## src/rtl/core/acs_pkg.sv

```systemverilog
`timescale 1ns / 1ps
`default_nettype none

package acs_pkg;

  localparam int StoreW      = 16;
  localparam int PctW        = 7;
  localparam int FuncW       = 2;
  localparam int NumW        = StoreW + PctW;
  localparam int FullScale   = 100;
  localparam int StoreMax    = 65535;
  localparam int QueueDepth  = 2;
  localparam int DefChannels = 5;
  localparam int DefAdcBits  = 10;
  localparam int DefChanW    = 3;

  typedef enum logic [FuncW-1:0] {
    FUNC_CLEAR   = 2'd0,
    FUNC_LEARN   = 2'd1,
    FUNC_CONVERT = 2'd2
  } func_e;

endpackage

`default_nettype wire

```

## src/rtl/core/acs_in_if.sv

```systemverilog
`timescale 1ns / 1ps
`default_nettype none

interface acs_in_if #(
  parameter int CHAN_W   = acs_pkg::DefChanW,
  parameter int ADC_BITS = acs_pkg::DefAdcBits
);
  logic                      valid;
  logic                      ready;
  logic [acs_pkg::FuncW-1:0] func;
  logic [CHAN_W-1:0]         channel;
  logic [ADC_BITS-1:0]       sample;

  modport source (output valid, output func, output channel, output sample, input ready);
  modport sink   (input valid, input func, input channel, input sample, output ready);
endinterface

`default_nettype wire

```

## src/rtl/core/acs_out_if.sv

```systemverilog
`timescale 1ns / 1ps
`default_nettype none

interface acs_out_if;
  logic                       valid;
  logic                       ready;
  logic [acs_pkg::PctW-1:0]   percent;
  logic                       degenerate;
  logic [acs_pkg::StoreW-1:0] low_bound;
  logic [acs_pkg::StoreW-1:0] high_bound;

  modport source (output valid, output percent, output degenerate, output low_bound,
                  output high_bound, input ready);
  modport sink   (input valid, input percent, input degenerate, input low_bound,
                  input high_bound, output ready);
endinterface

`default_nettype wire

```

## src/rtl/core/adc_range_calibrate_scale.sv

```systemverilog
`timescale 1ns / 1ps
`default_nettype none

// Learned minimum and maximum per ADC channel, with scaling of samples to a percentage.
// Commands arrive on in_i (func, channel, sample); a clear resets every bound, a learn
// widens one channel's bounds and a convert returns one beat on out_o with the percent
// position of the clamped sample, a degenerate flag and the stored bounds.
// Learn and convert beats for a channel beyond the last one, and the unused func code,
// are taken and dropped; only convert gives an output beat.
// A two-entry queue sits between the accepting front and the executing back end, so input
// beats are taken while a conversion runs or while out_o is stalled, until the queue fills.
// A convert passes from the queue through a setup state, a multiply state and seven restoring
// divider steps, then the output register. The back end takes no new command while a
// conversion runs and completes a learn or clear as it accepts it, so the divider sets the
// sustained rate. A stalled output beat holds the back end in its final state until
// out_o.ready is seen.
// Reset sets every minimum to zero and every maximum to full scale of the ADC, empties the
// queue and drops any pending output beat.
module adc_range_calibrate_scale #(
  parameter int CHANNELS = acs_pkg::DefChannels,
  parameter int ADC_BITS = acs_pkg::DefAdcBits
) (
  input wire logic clk_i,
  input wire logic rst_ni,
  acs_in_if.sink   in_i,
  acs_out_if.source out_o
);

  localparam int ChanW = (CHANNELS > 1) ? $clog2(CHANNELS) : 1;

  logic                cmd_valid, cmd_ready;
  acs_pkg::func_e      cmd_op;
  logic [ChanW-1:0]    cmd_chan;
  logic [ADC_BITS-1:0] cmd_sample;

  acs_front #(
    .CHANNELS(CHANNELS),
    .ADC_BITS(ADC_BITS),
    .CHAN_W  (ChanW)
  ) u_front (
    .clk_i       (clk_i),
    .rst_ni      (rst_ni),
    .in_i        (in_i),
    .cmd_valid_o (cmd_valid),
    .cmd_op_o    (cmd_op),
    .cmd_chan_o  (cmd_chan),
    .cmd_sample_o(cmd_sample),
    .cmd_ready_i (cmd_ready)
  );

  acs_back #(
    .CHANNELS(CHANNELS),
    .ADC_BITS(ADC_BITS),
    .CHAN_W  (ChanW)
  ) u_back (
    .clk_i       (clk_i),
    .rst_ni      (rst_ni),
    .cmd_valid_i (cmd_valid),
    .cmd_op_i    (cmd_op),
    .cmd_chan_i  (cmd_chan),
    .cmd_sample_i(cmd_sample),
    .cmd_ready_o (cmd_ready),
    .out_o       (out_o)
  );

endmodule

`default_nettype wire

```

## src/rtl/core/acs_front.sv

```systemverilog
`timescale 1ns / 1ps
`default_nettype none

module acs_front #(
  parameter int CHANNELS = acs_pkg::DefChannels,
  parameter int ADC_BITS = acs_pkg::DefAdcBits,
  parameter int CHAN_W   = acs_pkg::DefChanW
) (
  input  wire logic                  clk_i,
  input  wire logic                  rst_ni,
  acs_in_if.sink                     in_i,
  output      logic                  cmd_valid_o,
  output      acs_pkg::func_e        cmd_op_o,
  output      logic [CHAN_W-1:0]     cmd_chan_o,
  output      logic [ADC_BITS-1:0]   cmd_sample_o,
  input  wire logic                  cmd_ready_i
);

  localparam int Depth = acs_pkg::QueueDepth;
  localparam int PtrW  = (Depth > 1) ? $clog2(Depth) : 1;
  localparam int CntW  = $clog2(Depth + 1);

  acs_pkg::func_e      op_q  [Depth];
  logic [CHAN_W-1:0]   chan_q[Depth];
  logic [ADC_BITS-1:0] smp_q [Depth];
  logic [PtrW-1:0]     wptr_q, wptr_d, rptr_q, rptr_d;
  logic [CntW-1:0]     cnt_q, cnt_d;
  logic                keep, chan_ok, push, pop;

  assign chan_ok = 32'(in_i.channel) < CHANNELS;

  always_comb begin
    unique case (in_i.func) inside
      acs_pkg::FUNC_CLEAR:                        keep = 1'b1;
      acs_pkg::FUNC_LEARN, acs_pkg::FUNC_CONVERT: keep = chan_ok;
      default:                                    keep = 1'b0;
    endcase
  end

  assign in_i.ready  = cnt_q != CntW'(Depth);
  assign push        = in_i.valid && in_i.ready && keep;
  assign cmd_valid_o = cnt_q != '0;
  assign pop         = cmd_valid_o && cmd_ready_i;

  assign cmd_op_o     = op_q[rptr_q];
  assign cmd_chan_o   = chan_q[rptr_q];
  assign cmd_sample_o = smp_q[rptr_q];

  always_comb begin
    wptr_d = wptr_q;
    rptr_d = rptr_q;
    cnt_d  = cnt_q;
    if (push) begin
      wptr_d = (wptr_q == PtrW'(Depth - 1)) ? '0 : wptr_q + 1'b1;
    end
    if (pop) begin
      rptr_d = (rptr_q == PtrW'(Depth - 1)) ? '0 : rptr_q + 1'b1;
    end
    if (push && !pop) begin
      cnt_d = cnt_q + 1'b1;
    end else if (pop && !push) begin
      cnt_d = cnt_q - 1'b1;
    end
  end

  always_ff @(posedge clk_i or negedge rst_ni) begin
    if (!rst_ni) begin
      wptr_q <= '0;
      rptr_q <= '0;
      cnt_q  <= '0;
    end else begin
      wptr_q <= wptr_d;
      rptr_q <= rptr_d;
      cnt_q  <= cnt_d;
    end
  end

  always_ff @(posedge clk_i) begin
    if (push) begin
      op_q[wptr_q]   <= acs_pkg::func_e'(in_i.func);
      chan_q[wptr_q] <= CHAN_W'(in_i.channel);
      smp_q[wptr_q]  <= ADC_BITS'(in_i.sample);
    end
  end

endmodule

`default_nettype wire

```

## src/rtl/core/acs_back.sv

```systemverilog
`timescale 1ns / 1ps
`default_nettype none

module acs_back #(
  parameter int CHANNELS = acs_pkg::DefChannels,
  parameter int ADC_BITS = acs_pkg::DefAdcBits,
  parameter int CHAN_W   = acs_pkg::DefChanW
) (
  input  wire logic                clk_i,
  input  wire logic                rst_ni,
  input  wire logic                cmd_valid_i,
  input  wire acs_pkg::func_e      cmd_op_i,
  input  wire logic [CHAN_W-1:0]   cmd_chan_i,
  input  wire logic [ADC_BITS-1:0] cmd_sample_i,
  output      logic                cmd_ready_o,
  acs_out_if.source                out_o
);

  localparam int StoreW = acs_pkg::StoreW;
  localparam int PctW   = acs_pkg::PctW;
  localparam int NumW   = acs_pkg::NumW;
  localparam int StepW  = $clog2(PctW);
  localparam logic [StoreW-1:0] AdcTop = StoreW'((32'd1 << ADC_BITS) - 1);

  typedef enum logic [3:0] {
    S_IDLE = 4'b0001,
    S_MUL  = 4'b0010,
    S_DIV  = 4'b0100,
    S_OUT  = 4'b1000
  } state_e;

  state_e            state_q, state_d;
  logic [StoreW-1:0] min_q[CHANNELS];
  logic [StoreW-1:0] max_q[CHANNELS];
  logic [StoreW-1:0] rd_min, rd_max, lo, hi, smp, cur;
  logic [StoreW-1:0] lo_q, hi_q, cur_q, lowb_q, highb_q;
  logic              degen_q;
  logic [NumW-1:0]   rem_q, den_q;
  logic [NumW:0]     trial;
  logic [PctW-1:0]   quo_q;
  logic [StepW-1:0]  step_q;
  logic              pop, out_free;

  logic              out_valid_q;
  logic [PctW-1:0]   pct_o_q;
  logic              degen_o_q;
  logic [StoreW-1:0] lowb_o_q, highb_o_q;

  assign cmd_ready_o = state_q == S_IDLE;
  assign pop         = cmd_valid_i && cmd_ready_o;
  assign out_free    = !out_valid_q || out_o.ready;

  assign rd_min = min_q[cmd_chan_i];
  assign rd_max = max_q[cmd_chan_i];
  assign smp    = StoreW'(cmd_sample_i);

  always_comb begin
    lo = (rd_min > rd_max) ? rd_max : rd_min;
    hi = (rd_min > rd_max) ? rd_min : rd_max;
    if (smp < lo) begin
      cur = lo;
    end else if (smp > hi) begin
      cur = hi;
    end else begin
      cur = smp;
    end
  end

  assign trial = {1'b0, rem_q} - {1'b0, den_q};

  always_comb begin
    state_d = state_q;
    unique case (state_q)
      S_IDLE: begin
        if (pop && cmd_op_i == acs_pkg::FUNC_CONVERT) begin
          state_d = S_MUL;
        end
      end
      S_MUL: state_d = S_DIV;
      S_DIV: begin
        if (step_q == StepW'(PctW - 1)) begin
          state_d = S_OUT;
        end
      end
      S_OUT: begin
        if (out_free) begin
          state_d = S_IDLE;
        end
      end
      default: state_d = S_IDLE;
    endcase
  end

  always_ff @(posedge clk_i or negedge rst_ni) begin
    if (!rst_ni) begin
      state_q     <= S_IDLE;
      out_valid_q <= 1'b0;
      for (int i = 0; i < CHANNELS; i++) begin
        min_q[i] <= '0;
        max_q[i] <= AdcTop;
      end
    end else begin
      state_q <= state_d;
      if (state_q == S_OUT && out_free) begin
        out_valid_q <= 1'b1;
      end else if (out_o.ready) begin
        out_valid_q <= 1'b0;
      end
      if (pop) begin
        case (cmd_op_i)
          acs_pkg::FUNC_CLEAR: begin
            for (int i = 0; i < CHANNELS; i++) begin
              min_q[i] <= StoreW'(acs_pkg::StoreMax);
              max_q[i] <= '0;
            end
          end
          acs_pkg::FUNC_LEARN: begin
            if (smp < rd_min) begin
              min_q[cmd_chan_i] <= smp;
            end
            if (smp > rd_max) begin
              max_q[cmd_chan_i] <= smp;
            end
          end
          default: ;
        endcase
      end
    end
  end

  always_ff @(posedge clk_i) begin
    case (state_q)
      S_IDLE: begin
        lo_q    <= lo;
        hi_q    <= hi;
        cur_q   <= cur;
        lowb_q  <= rd_min;
        highb_q <= rd_max;
        degen_q <= rd_min == rd_max;
        step_q  <= '0;
      end
      S_MUL: begin
        rem_q <= NumW'(cur_q - lo_q) * NumW'(acs_pkg::FullScale);
        den_q <= NumW'(hi_q - lo_q) << (PctW - 1);
      end
      S_DIV: begin
        if (!trial[NumW]) begin
          rem_q <= trial[NumW-1:0];
        end
        quo_q  <= {quo_q[PctW-2:0], !trial[NumW]};
        den_q  <= den_q >> 1;
        step_q <= step_q + 1'b1;
      end
      S_OUT: begin
        if (out_free) begin
          pct_o_q   <= degen_q ? '0 : quo_q;
          degen_o_q <= degen_q;
          lowb_o_q  <= lowb_q;
          highb_o_q <= highb_q;
        end
      end
      default: ;
    endcase
  end

  assign out_o.valid      = out_valid_q;
  assign out_o.percent    = pct_o_q;
  assign out_o.degenerate = degen_o_q;
  assign out_o.low_bound  = lowb_o_q;
  assign out_o.high_bound = highb_o_q;

endmodule

`default_nettype wire

```

## src/flat_wrapper.sv

```systemverilog
// flat-port wrapper written by rule: the top's interface ports become plain ports
module adc_range_calibrate_scale_flat import acs_pkg::*;
#(
  parameter int CHANNELS = acs_pkg::DefChannels,
  parameter int ADC_BITS = acs_pkg::DefAdcBits
)
  (clk_i, rst_ni, in_i_valid, in_i_func, in_i_channel, in_i_sample, in_i_ready, out_o_valid, out_o_percent, out_o_degenerate, out_o_low_bound, out_o_high_bound, out_o_ready);
  acs_in_if #(.CHAN_W((DefChanW)), .ADC_BITS(ADC_BITS)) in_i_i ();
  acs_out_if out_o_i ();
  input wire logic clk_i;
  input wire logic rst_ni;
  input wire logic [$bits(in_i_i.valid)-1:0] in_i_valid;
  input wire logic [$bits(in_i_i.func)-1:0] in_i_func;
  input wire logic [$bits(in_i_i.channel)-1:0] in_i_channel;
  input wire logic [$bits(in_i_i.sample)-1:0] in_i_sample;
  output wire logic [$bits(in_i_i.ready)-1:0] in_i_ready;
  output wire logic [$bits(out_o_i.valid)-1:0] out_o_valid;
  output wire logic [$bits(out_o_i.percent)-1:0] out_o_percent;
  output wire logic [$bits(out_o_i.degenerate)-1:0] out_o_degenerate;
  output wire logic [$bits(out_o_i.low_bound)-1:0] out_o_low_bound;
  output wire logic [$bits(out_o_i.high_bound)-1:0] out_o_high_bound;
  input wire logic [$bits(out_o_i.ready)-1:0] out_o_ready;
  assign in_i_i.valid = in_i_valid;
  assign in_i_i.func = in_i_func;
  assign in_i_i.channel = in_i_channel;
  assign in_i_i.sample = in_i_sample;
  assign in_i_ready = in_i_i.ready;
  assign out_o_valid = out_o_i.valid;
  assign out_o_percent = out_o_i.percent;
  assign out_o_degenerate = out_o_i.degenerate;
  assign out_o_low_bound = out_o_i.low_bound;
  assign out_o_high_bound = out_o_i.high_bound;
  assign out_o_i.ready = out_o_ready;
  adc_range_calibrate_scale #(.CHANNELS(CHANNELS), .ADC_BITS(ADC_BITS)) u_core (.clk_i(clk_i), .rst_ni(rst_ni), .in_i(in_i_i), .out_o(out_o_i));
endmodule
```

## config.mk

```make
export PLATFORM = sky130hd
export DESIGN_NAME = adc_range_calibrate_scale_flat
export DESIGN_NICKNAME = d
export VERILOG_FILES = /design/src/rtl/core/acs_pkg.sv /design/src/rtl/core/acs_in_if.sv /design/src/rtl/core/acs_out_if.sv /design/src/rtl/core/adc_range_calibrate_scale.sv /design/src/rtl/core/acs_front.sv /design/src/rtl/core/acs_back.sv /design/src/flat_wrapper.sv
export SDC_FILE = /design/constraint.sdc
export NUM_CORES = 1
export LEC_CHECK = 0
export ABC_CLOCK_PERIOD_IN_PS = 5800
export BUFFER_PORTS_ARGS = -buffer_cell sky130_fd_sc_hd__clkbuf_2
export CORE_UTILIZATION = 45
export DETAILED_ROUTE_END_ITERATION = 8
export GPL_ROUTABILITY_DRIVEN = 0
export GPL_TIMING_DRIVEN = 0
export SYNTH_ARGS = -nofsm -noshare
export SYNTH_HDL_FRONTEND = slang
export SYNTH_SLANG_ARGS = --single-unit
```

## constraint.sdc

```tcl
create_clock -name clk_i -period 5.8 [get_ports clk_i]
set_input_delay 0.29 -clock clk_i [delete_from_list [all_inputs] [get_ports clk_i]]
set_output_delay 0.29 -clock clk_i [all_outputs]
set_load 0.03 [all_outputs]
```

==> flow_summary.toml <==
[clock_network]
clock-sinks = 286
path_clk_slew_ns = 0.06
tritoncts = "built"
clock-root-buffer = "clkbuf_16"
cts_made_buffers = 30
cts_max_level = 1
clockBufferDepth = 3
clk_latency_ns = 0.56

[detailed_routing]
wirelength_um = 38990
ant_nets = 0
remaining_drc_errors = 0
wire_per_inst_um = 18.84
top_layer_used = "met4"
wl_met3_um = 1527
met1_length_um = 17040
drtIter0Drc = 612
via_per_inst = 5.484
drtPass1Iterations = 5
route.met2.wl_um = 19340
vias = 11352

[setup_path]
worstSetupPathType = "register to register"
cp_data_required_time_ns = 6.08
critical_path.max_fanout = 10
arrival_ns = 5.88
worstSetupStartpointType = "register"
end_kind = "register"

[yosys]
synth_top_cell_by_area = "edfxtp_1"
seq_area_frac_synth = 0.4861
synth_area_um2 = 16620
synth_ff_type = "edfxtp_1"
syn_nets = 1639
synthesis.instances = 1454
ys_top_cells_by_area = "edfxtp_1 (31%), ha_1 (11%), dfrtp_1 (9.5%), dfstp_2 (8.1%), inv_1 (3.9%)"
ys_async_sr_fraction = 0.3986
yosys_warnings = 0
synth_top_area_frac = 0.3107
synth.avg_cell_area_um2 = 11.43
synth_edf_count = 172
synth_cell_types = 78
ys_ff_latch = 286

[die]
num_rows = 70
die_width_um = 194.2
initial_core_util = 0.4552
coreArea_um2 = 36520
dieArea_um2 = 37720
num_io_pins = 61
die_y_um = 194.2

[sta]
post-route-period-util = 0.9653
setup_viol = 0
drv_slew = 0
timing.hold.ws_ns = 0.1109
clock.fmax_ghz = 0.1786
worst_pin_slew_ns = 1.280
relSlewSlack = 0.1225
hold_viol_final = 0
fin_crit_ns = 5.599
fin_setup_tns_ns = 0
skew_ns = 0.009508

[job]
cap_violations = 0

[grt]
grt_max_degree = 110
first_global_vias = 11415
grt_antenna_before_repair = 0
gr-usage-all-layers = 0.2086
grt_pass1_wl_um = 61990
grt_overflow_total = 0

[finish]
seqCellArea_um2 = 8082
area_growth_pct = 15.65
fillers = 3194
antennaDiodeCount = 0
fin_cells = 2070
final_util = 0.5264
drive_gt1_frac = 0.1929
finalNetCount = 1763
final_common_cell = "edfxtp_1"
layout_common_cells = "edfxtp_1 (172), inv_1 (171), ha_1 (147)"
multi_input_area_um2 = 7775

[hold_path]
hold_class = "input port to register"

[placement]
port_buffers = 60
dp_cells = 1988
dpl.hpwl_um = 29100

[outcome]
status = "completed"
[logic make-up after synthesis]
logic type / synth area share
xor+xnor: 0.02476
other cells: 0.0004517
simple gates: 0.07850
mux: 0.04470
buf+inv: 0.06089
flops: 0.4861
fa+ha+maj: 0.1335
compound gates: 0.1711
[registers in the layout, summed over array words and instances, names as in the netlist, 2 cells and up]
signal                          count
u_core.u_front.chan_q               6
u_core.u_back.out_o.high_bound     11
u_core.u_back.lowb_q               11
u_core.u_back.quo_q                 7
u_core.u_back.hi_q                 11
u_core.u_back.highb_q              11
u_core.u_back.lo_q                 11
u_core.u_front.cnt_q                2
u_core.u_back.state_q               4
u_core.u_front.smp_q               20
u_core.u_back.out_o.percent         7
u_core.u_back.step_q                3
u_core.u_back.min_q                55
u_core.u_back.cur_q                11
u_core.u_back.out_o.low_bound      11
u_core.u_back.rem_q                23
u_core.u_front.op_q                 4
u_core.u_back.den_q                23
u_core.u_back.max_q                50
[routing by layer]
| metal | up-vias | global-route usage |
|---|---|---|
| met5 | - | 0 |
| met4 | 0 | 0.07172 |
| met3 | 62 | 0.02940 |
| met2 | 214 | 0.3658 |
| met1 | 5566 | 0.2634 |
| li1 | 5510 | - |
[cell usage after synthesis (24+ instances only)]
cell       instances
a21o_1            32
a21oi_1           88
dfrtp_1           63
dfstp_2           51
edfxtp_1         172
ha_1             147
inv_1            173
mux2i_1           41
nand2_1           86
nor2_1            79
nor2b_1           24
o21ai_0           60
o22a_1            43
o2bb2ai_1         41
xnor2_1           25
[layout make-up]
class                      count  area share
inverter                     177     0.03455
sequential                   286      0.4203
tap                          468     0.03045
clock buffer                  34     0.04145
clock inverter                22     0.01451
buffer                        51     0.02069
multi-input combinational    939      0.4044
timing repair buffer          93     0.03364
[timing repair]
action	CTS	global route
endpoints found under the hold margin	94	0
setup endpoints to repair	12	16
hold buffers	16	0
pin swaps	4	15
gates cloned	0	1
gates resized for setup	45	51
buffers inserted	5	4
[worst max-delay path, cell delays in order (launching register included)]
cell      delay [ns]
dfrtp_1         0.37
buf_6           0.14
mux2_4          0.31
buf_12          0.16
buf_12          0.16
mux4_2          0.48
a22oi_2         0.29
inv_1           0.17
ha_1            0.33
and3_1          0.19
nand3_1         0.11
o21bai_1        0.19
a21oi_2         0.24
clkbuf_2        0.28
nor2_1          0.11
a21oi_4         0.14
inv_1           0.07
ha_1            0.29
nor2b_1         0.11
o21ai_0         0.07
nand2b_1        0.07
a21oi_1         0.06
o211a_1         0.19
or3_1           0.32
buf_6           0.17
mux2i_1         0.16
mux2i_1         0.12
[stage by stage]
step           instance area, um^2  setup slack [ns]
2_1_floorplan                16620            0.3222
3_3_place_gp                 17510            -1.210
3_5_place_dp                 17630            -1.227
4_1_cts                      19030          0.006235
5_1_grt                      19230          -0.03125
6_report                     19230            0.2011
[path summary, 6_finish.rpt]
check,start,end,slack (ns),cells after the start
hold reg to reg,u_core.u_back.highb_q[14],u_core.u_back.out_o.high_bound[14],0.42,0
setup reg to reg,u_core.u_front.rptr_q,u_core.u_back.cur_q[8],0.20,26
max in group asynchronous,rst_ni,u_core.u_back.min_q[19],4.90,3
hold / removal,out_o_ready,u_core.u_back.out_o.valid,0.11,3
min in group asynchronous,rst_ni,u_core.u_back.state_q[2],0.14,2
setup / recovery,u_core.u_front.rptr_q,u_core.u_back.cur_q[8],0.20,26
Power is not shown: default switching activity piles up to over one toggle a cycle in this logic, so the estimate is an artifact.
